--- src/ffsa_pkg.sv ---
package ffsa_pkg;

  localparam int MAX_SLOTS = 256;
  localparam int IDX_W = $clog2(MAX_SLOTS);
  localparam int GRP_W = 16;
  localparam int GRP_BIT_W = $clog2(GRP_W);
  localparam int NUM_GRP = (MAX_SLOTS + GRP_W - 1) / GRP_W;
  localparam int GRP_IDX_W = (NUM_GRP > 1) ? $clog2(NUM_GRP) : 1;
  localparam int PAD_SLOTS = NUM_GRP * GRP_W;

  localparam int CNT_W = 9;
  localparam int STRIDE_W = 16;
  localparam int ADDR_W = 64;
  localparam int OFS_W = IDX_W + STRIDE_W;
  localparam int REL_W = 8;
  localparam int SLOT_W = 8;
  localparam int STATUS_W = 2;

  localparam int PADDR_W = 6;
  localparam int PDATA_W = 64;

  localparam logic [2:0] REG_ENTRIES = 3'd0;
  localparam logic [2:0] REG_CPU_BASE = 3'd1;
  localparam logic [2:0] REG_GPU_BASE = 3'd2;
  localparam logic [2:0] REG_STRIDE = 3'd3;
  localparam logic [2:0] REG_VISIBLE = 3'd4;

  localparam logic [CNT_W-1:0] ENTRIES_RESET = 9'd256;
  localparam logic [STRIDE_W-1:0] STRIDE_RESET = 16'd32;

  localparam logic OP_ALLOCATE = 1'b0;
  localparam logic OP_FREE = 1'b1;

  localparam logic [STATUS_W-1:0] ST_DONE = 2'd0;
  localparam logic [STATUS_W-1:0] ST_FULL = 2'd1;
  localparam logic [STATUS_W-1:0] ST_IGNORED = 2'd2;

  typedef enum logic [1:0] {
    S_IDLE,
    S_PICK,
    S_MUL,
    S_ADD
  } state_t;

  typedef struct packed {
    logic load;
    logic pick;
    logic mul;
    logic add;
  } dp_cmd_t;

  typedef struct packed {
    logic [CNT_W-1:0] entries_in_use;
    logic [ADDR_W-1:0] cpu_base;
    logic [ADDR_W-1:0] gpu_base;
    logic [STRIDE_W-1:0] slot_stride;
    logic shader_visible;
  } cfg_t;

endpackage

--- src/ffsa_regs.sv ---
module ffsa_regs
  import ffsa_pkg::*;
(
  input  logic clk,
  input  logic rst,
  input  logic psel,
  input  logic penable,
  input  logic pwrite,
  input  logic [PADDR_W-1:0] paddr,
  input  logic [PDATA_W-1:0] pwdata,
  output logic [PDATA_W-1:0] prdata,
  output cfg_t cfg
);

  logic wr_en;
  logic [2:0] reg_sel;

  assign wr_en = psel && penable && pwrite;
  assign reg_sel = paddr[5:3];

  always_ff @(posedge clk) begin
    if (rst) begin
      cfg.entries_in_use <= ENTRIES_RESET;
      cfg.cpu_base <= '0;
      cfg.gpu_base <= '0;
      cfg.slot_stride <= STRIDE_RESET;
      cfg.shader_visible <= 1'b0;
    end else if (wr_en) begin
      case (reg_sel)
        REG_ENTRIES: cfg.entries_in_use <= pwdata[CNT_W-1:0];
        REG_CPU_BASE: cfg.cpu_base <= pwdata;
        REG_GPU_BASE: cfg.gpu_base <= pwdata;
        REG_STRIDE: cfg.slot_stride <= pwdata[STRIDE_W-1:0];
        REG_VISIBLE: cfg.shader_visible <= pwdata[0];
        default: ;
      endcase
    end
  end

  always_comb begin
    case (reg_sel)
      REG_ENTRIES: prdata = PDATA_W'(cfg.entries_in_use);
      REG_CPU_BASE: prdata = cfg.cpu_base;
      REG_GPU_BASE: prdata = cfg.gpu_base;
      REG_STRIDE: prdata = PDATA_W'(cfg.slot_stride);
      REG_VISIBLE: prdata = PDATA_W'(cfg.shader_visible);
      default: prdata = '0;
    endcase
  end

endmodule

--- src/ffsa_ctrl.sv ---
module ffsa_ctrl
  import ffsa_pkg::*;
(
  input  logic clk,
  input  logic rst,
  input  logic start,
  output logic busy,
  output logic done,
  output dp_cmd_t cmd
);

  state_t state;
  state_t state_next;

  always_ff @(posedge clk) begin
    if (rst) begin
      state <= S_IDLE;
      done <= 1'b0;
    end else begin
      state <= state_next;
      done <= (state == S_ADD);
    end
  end

  always_comb begin
    state_next = state;
    cmd = '0;
    busy = 1'b1;
    case (state)
      S_IDLE: begin
        busy = 1'b0;
        if (start) begin
          cmd.load = 1'b1;
          state_next = S_PICK;
        end
      end
      S_PICK: begin
        cmd.pick = 1'b1;
        state_next = S_MUL;
      end
      S_MUL: begin
        cmd.mul = 1'b1;
        state_next = S_ADD;
      end
      S_ADD: begin
        cmd.add = 1'b1;
        state_next = S_IDLE;
      end
      default: state_next = S_IDLE;
    endcase
  end

endmodule

--- src/ffsa_dp.sv ---
module ffsa_dp
  import ffsa_pkg::*;
(
  input  logic clk,
  input  logic rst,
  input  dp_cmd_t cmd,
  input  cfg_t cfg,
  input  logic operation,
  input  logic [REL_W-1:0] release_index,
  output logic [STATUS_W-1:0] status,
  output logic [SLOT_W-1:0] slot_index,
  output logic [ADDR_W-1:0] cpu_address,
  output logic [ADDR_W-1:0] gpu_address
);

  function automatic logic [GRP_BIT_W-1:0] first_bit(input logic [GRP_W-1:0] v);
    logic [GRP_BIT_W-1:0] r;
    r = '0;
    for (int i = GRP_W - 1; i >= 0; i--) begin
      if (v[i]) r = GRP_BIT_W'(i);
    end
    return r;
  endfunction

  function automatic logic [GRP_IDX_W-1:0] first_grp(input logic [NUM_GRP-1:0] v);
    logic [GRP_IDX_W-1:0] r;
    r = '0;
    for (int i = NUM_GRP - 1; i >= 0; i--) begin
      if (v[i]) r = GRP_IDX_W'(i);
    end
    return r;
  endfunction

  logic [MAX_SLOTS-1:0] used_map;
  logic [PAD_SLOTS-1:0] free_vec;
  logic [NUM_GRP-1:0] grp_free;
  logic op_q;
  logic [REL_W-1:0] rel_q;
  logic [GRP_IDX_W-1:0] grp_sel;
  logic [GRP_W-1:0] grp_bits;
  logic [GRP_BIT_W-1:0] bit_sel;
  logic [GRP_IDX_W+GRP_BIT_W-1:0] pick_idx;
  logic rel_ok;
  logic [IDX_W-1:0] idx_q;
  logic grant_q;
  logic [STATUS_W-1:0] status_q;
  logic [OFS_W-1:0] ofs_q;

  always_comb begin
    free_vec = '0;
    for (int i = 0; i < MAX_SLOTS; i++) begin
      free_vec[i] = !used_map[i] && (i < int'(cfg.entries_in_use));
    end
  end

  assign grp_sel = first_grp(grp_free);
  assign grp_bits = free_vec[grp_sel * GRP_W +: GRP_W];
  assign bit_sel = first_bit(grp_bits);
  assign pick_idx = {grp_sel, bit_sel};
  assign rel_ok = ({1'b0, rel_q} < cfg.entries_in_use) && (int'(rel_q) < MAX_SLOTS);

  always_ff @(posedge clk) begin
    if (rst) begin
      used_map <= '0;
    end else if (cmd.pick) begin
      if (op_q == OP_ALLOCATE) begin
        if (|grp_free) used_map[IDX_W'(pick_idx)] <= 1'b1;
      end else if (rel_ok) begin
        used_map[IDX_W'(rel_q)] <= 1'b0;
      end
    end
  end

  always_ff @(posedge clk) begin
    if (cmd.load) begin
      op_q <= operation;
      rel_q <= release_index;
      for (int g = 0; g < NUM_GRP; g++) begin
        grp_free[g] <= |free_vec[g*GRP_W +: GRP_W];
      end
    end
    if (cmd.pick) begin
      idx_q <= IDX_W'(pick_idx);
      if (op_q == OP_ALLOCATE) begin
        grant_q <= |grp_free;
        status_q <= (|grp_free) ? ST_DONE : ST_FULL;
      end else begin
        grant_q <= 1'b0;
        status_q <= rel_ok ? ST_DONE : ST_IGNORED;
      end
    end
    if (cmd.mul) begin
      ofs_q <= OFS_W'(idx_q * cfg.slot_stride);
    end
    if (cmd.add) begin
      status <= status_q;
      slot_index <= grant_q ? SLOT_W'(idx_q) : '0;
      cpu_address <= grant_q ? cfg.cpu_base + ADDR_W'(ofs_q) : '0;
      gpu_address <= (grant_q && cfg.shader_visible) ? cfg.gpu_base + ADDR_W'(ofs_q) : '0;
    end
  end

endmodule

--- src/first_free_slot_allocator.sv ---
// Channel   Handshake              Payload
// request   start / busy           operation, release_index
// result    done (one-cycle)       status, slot_index, cpu_address, gpu_address
// config    psel, penable, pready  pwrite, paddr, pwdata, prdata
//
// Each item passes in order through group scan, slot pick, offset multiply
// and address add; done is high in the cycle after the add.
// A new item can be accepted in the same cycle that done is high.
// Reset clears the used map at once, so no clearing pass follows reset.
// The receiver cannot stall, so every result is shown for one cycle only.
module first_free_slot_allocator
  import ffsa_pkg::*;
(
  input  logic clk,
  input  logic rst,
  input  logic start,
  output logic busy,
  input  logic operation,
  input  logic [REL_W-1:0] release_index,
  output logic done,
  output logic [STATUS_W-1:0] status,
  output logic [SLOT_W-1:0] slot_index,
  output logic [ADDR_W-1:0] cpu_address,
  output logic [ADDR_W-1:0] gpu_address,
  input  logic psel,
  input  logic penable,
  input  logic pwrite,
  input  logic [PADDR_W-1:0] paddr,
  input  logic [PDATA_W-1:0] pwdata,
  output logic [PDATA_W-1:0] prdata,
  output logic pready
);

  dp_cmd_t cmd;
  cfg_t cfg;

  assign pready = 1'b1;

  ffsa_regs u_regs (
    .clk(clk),
    .rst(rst),
    .psel(psel),
    .penable(penable),
    .pwrite(pwrite),
    .paddr(paddr),
    .pwdata(pwdata),
    .prdata(prdata),
    .cfg(cfg)
  );

  ffsa_ctrl u_ctrl (
    .clk(clk),
    .rst(rst),
    .start(start),
    .busy(busy),
    .done(done),
    .cmd(cmd)
  );

  ffsa_dp u_dp (
    .clk(clk),
    .rst(rst),
    .cmd(cmd),
    .cfg(cfg),
    .operation(operation),
    .release_index(release_index),
    .status(status),
    .slot_index(slot_index),
    .cpu_address(cpu_address),
    .gpu_address(gpu_address)
  );

`ifndef SYNTH
  a_accept_busy: assert property (@(posedge clk) disable iff (rst)
    start && !busy |=> busy) else $error("busy not raised after accept");

  a_result_latency: assert property (@(posedge clk) disable iff (rst)
    start && !busy |-> ##4 done) else $error("result not delivered in four cycles");

  a_done_idle: assert property (@(posedge clk) disable iff (rst)
    done |-> !busy) else $error("result shown while busy");

  a_done_pulse: assert property (@(posedge clk) disable iff (rst)
    done |=> !done) else $error("result strobe longer than one cycle");

  a_no_grant_zero: assert property (@(posedge clk) disable iff (rst)
    done && status != ST_DONE |-> slot_index == '0 && cpu_address == '0
      && gpu_address == '0) else $error("failed item carries an address");
`endif

endmodule

--- config.mk ---
export PLATFORM = sky130hd
export DESIGN_NAME = first_free_slot_allocator
export DESIGN_NICKNAME = d
export VERILOG_FILES = /design/src/ffsa_pkg.sv /design/src/ffsa_regs.sv /design/src/ffsa_ctrl.sv /design/src/ffsa_dp.sv /design/src/first_free_slot_allocator.sv
export SDC_FILE = /design/constraint.sdc
export NUM_CORES = 2
export LEC_CHECK = 0
export ABC_AREA = 1
export BUFFER_PORTS_ARGS = -buffer_cell sky130_fd_sc_hd__buf_2
export CORE_MARGIN = 4
export CORE_UTILIZATION = 35
export CTS_CLUSTER_SIZE = 16
export DETAILED_ROUTE_END_ITERATION = 16
export HOLD_SLACK_MARGIN = 0.1
export MAX_ROUTING_LAYER = met4
export PLACE_DENSITY = 0.51
export SKIP_CTS_REPAIR_TIMING = 1
export SLEW_MARGIN = 25
export SYNTH_ARGS = -nofsm -noshare
export SYNTH_HDL_FRONTEND = slang
export SYNTH_HIERARCHICAL = 1
export SYNTH_SLANG_ARGS = --single-unit
--- constraint.sdc ---
create_clock -name clk -period 7.9 [get_ports clk]
set_input_delay 0.395 -clock clk [delete_from_list [all_inputs] [get_ports clk]]
set_output_delay 0.395 -clock clk [all_outputs]
set_load 0.05 [all_outputs]
==> flow_summary.ini <==
[outcome]
status = complete, no violations

[synthesis]
synth_cells = 5955
yosys_register_bits = 611
synth_ff_type = dfxtp_1
synthDistinctLibCells = 67
syn-num-nets = 6230
async_flop_share = 0
synth_edf_count = 198
syn_avg_cell_area_sq_um = 6.84
synthesis.area_sq_um = 40700
yosysSeqAreaShare = 0.349
yosysWarnings = 6

[routing]
vias_per_cell = 5.58
drtPass1Iterations = 6
finalWirelength_um = 223000
drt_iter0_drc = 4497
drc = 0
detail_route.wl_per_cell_um = 28.6
vias = 43400
drtAntennaViolNets = 0

[cts]
cts_tree = yes
clockRootBuffer = clkbuf_16
h-tree-depth = 3
clkTransAtPathRegs_ns = 0.06
cts_sinks = 611
numCtsBuffers = 75
worstSkewPairLatency_ns = 0.68
clockBufferDepth = 3

[setup_path]
path_common_cell = nand2_1
cpMaxStageDelayCell = edfxtp_1
slowest_delay_ns = 0.69
cp_max_fo = 17
startpoint_type = register
path_class = register to register
critPathArrivalTime_ns = 6.80
end_kind = register
required_ns = 8.31

[sta]
skew_ns = 0.0298
max_freq_mhz = 157
setup_viol = 0
rsz0062_at_grt = false
max-slew-margin-rel = 0.139
finalHoldViolations = 0
period_needed_ns = 6.38
tns_ns = 0
worst_pin_slew_ns = 1.28
post-route-period-util = 0.808
slew_violations = 0

[power]
power-per-cell-area_nw_per_um2 = 201
power_mw = 9.45
irDropWorstVdd_mv = 0.164
p_leak_nw = 20.1

[global_route]
grt_pass1_wl_um = 310000
grt-ovfl-total = 0
grt_pass1_vias = 40800
grt_max_degree = 150
grt_usage = 0.365
antenna_found_initial = 10

[placed_design]
dp.cells = 7601
port_buffers = 285
dpl.hpwl_um = 166000
gp_congestion = 1.07

[die]
rows = 124
fp.dieH_um = 349
ios = 290
die_area_sq_um = 122000
start_util = 0.354
die-width_um = 349
core_sq_um = 115000

[cells_and_area]
fillCellCount = 12300
syn_to_final_growth_pct = 15.3
drive_gt1_frac = 0.106
finalNonFillerCells = 7775
layout.area.seq_sq_um = 14200
nNetsFinal = 6472
multi_input_area_sq_um = 22100

[flow_run]
maxCapViolCount = 0

[min_path]
hold_class = primary input to register
## layout make-up
type / count / area share
clock buffer: 106 / 0.0458
inverter: 813 / 0.0653
clock inverter: 32 / 0.00999
antenna: 5 / 0.000266
multi-input combinational: 4228 / 0.471
sequential: 611 / 0.303
timing repair buffer: 468 / 0.0650
tap: 1512 / 0.0403
## metrics by stage
step                      worst slack [ns]  cell area (sq um)   util  hold slack [ns]
final                                 1.52              47000  0.409           0.0628
after global placement                1.43              44000  0.383            0.403
after detailed placement              1.54              44000  0.383            0.405
after global routing                 0.921              47000  0.409           0.0996
after floorplan                       2.17              40700      -            0.400
after CTS                             1.50              46600  0.406           -0.134
## cells in the final DEF, fill, tap and decap left out, types with 12 or more instances in the layout
master / instances
clkbuf_16: 78
or2_2: 22
nand4_1: 182
dfxtp_1: 413
ha_1: 103
nand2_1: 1037
dlygate4sd3_1: 29
clkbuf_1: 18
xor2_1: 17
o2111ai_1: 17
nand3_1: 238
fa_1: 86
o211ai_1: 48
nor4_1: 36
inv_2: 14
nor3_1: 95
a21oi_1: 546
o22ai_1: 16
buf_12: 12
inv_1: 788
buf_4: 139
o21a_1: 28
edfxtp_1: 198
clkinv_2: 14
a21boi_0: 54
buf_2: 285
a211oi_1: 60
nor2_2: 25
a31oi_1: 14
nor2_1: 1042
o21ai_0: 446
## cell usage after synthesis (all sizes together), types with 86 or more instances
library cell / instances / area (sq um)
ha: 104 / 1300
buf: 136 / 823
nor2: 1078 / 4140
inv: 807 / 3030
a21oi: 549 / 2760
dfxtp: 413 / 8270
o21ai: 448 / 2240
nor3: 96 / 492
fa: 86 / 1720
nand2: 1048 / 3980
nand3: 241 / 1220
edfxtp: 198 / 5950
nand4: 190 / 1270
clkbuf: 167 / 633
## worst paths after layout
| path | from | to | slack (ns) | depth (start not counted) |
|---|---|---|---|---|
| max | u_dp/idx_q[4]$_DFFE_PP_ | u_dp/ofs_q[23]$_DFFE_PP_ | 1.52 | 34 |
| min | pwdata[25] | u_regs/cfg[42]$_SDFFE_PP0P_ | 0.06 | 5 |
| max reg2reg | u_dp/idx_q[4]$_DFFE_PP_ | u_dp/ofs_q[23]$_DFFE_PP_ | 1.52 | 34 |
| min reg2reg | u_dp/status_q[0]$_SDFFCE_PP0P_ | u_dp/status[0]$_DFFE_PP_ | 0.42 | 0 |
## sequential cells by signal, indices dropped and copies added, names as in the netlist, 2 cells and up
| name | flops |
|---|---|
| u_dp/used_map | 256 |
| u_regs/cfg | 154 |
| u_dp/cpu_address | 64 |
| u_dp/gpu_address | 64 |
| u_dp/ofs_q | 24 |
| u_dp/grp_free | 16 |
| u_dp/idx_q | 8 |
| u_dp/rel_q | 8 |
| u_dp/slot_index | 8 |
| u_ctrl/state | 2 |
| u_dp/status | 2 |
| u_dp/status_q | 2 |
## layer usage
layer / track usage / part of all wire / routed length (um)
met1: 0.444 / 0.41 / 90700
met2: 0.586 / 0.46 / 103000
met3: 0.0528 / 0.064 / 14300
met4: 0.193 / 0.065 / 14600
met5: - / 0 / 0
## worst max-delay path: cells and delay by family (launching register included)
| kind | cells | cell delay, ns |
|---|---|---|
| buf+inv | 6 | 0.33 |
| xor+xnor | 1 | 0.14 |
| flops | 1 | 0.69 |
| compound gates | 9 | 1.52 |
| simple gates | 13 | 1.09 |
| fa+ha+maj | 5 | 2.38 |
## report_power, final
part	leakage (nW)	switching [mW]	internal, mW
registers	5.13	0.164	3.48
clock network	1.29	1.54	2.22
logic	13.6	1.60	0.457
total	20.1	3.30	6.15
## cells by family after synthesis
family / after synthesis / synth area share
simple gates: 2734 / 0.286
buf+inv: 1116 / 0.111
fa+ha+maj: 190 / 0.0742
other cells: 1 / 0.0000920
xor+xnor: 26 / 0.00559
flops: 611 / 0.349
compound gates: 1277 / 0.175
No activity file was read; power rests on OpenSTA's default activity.
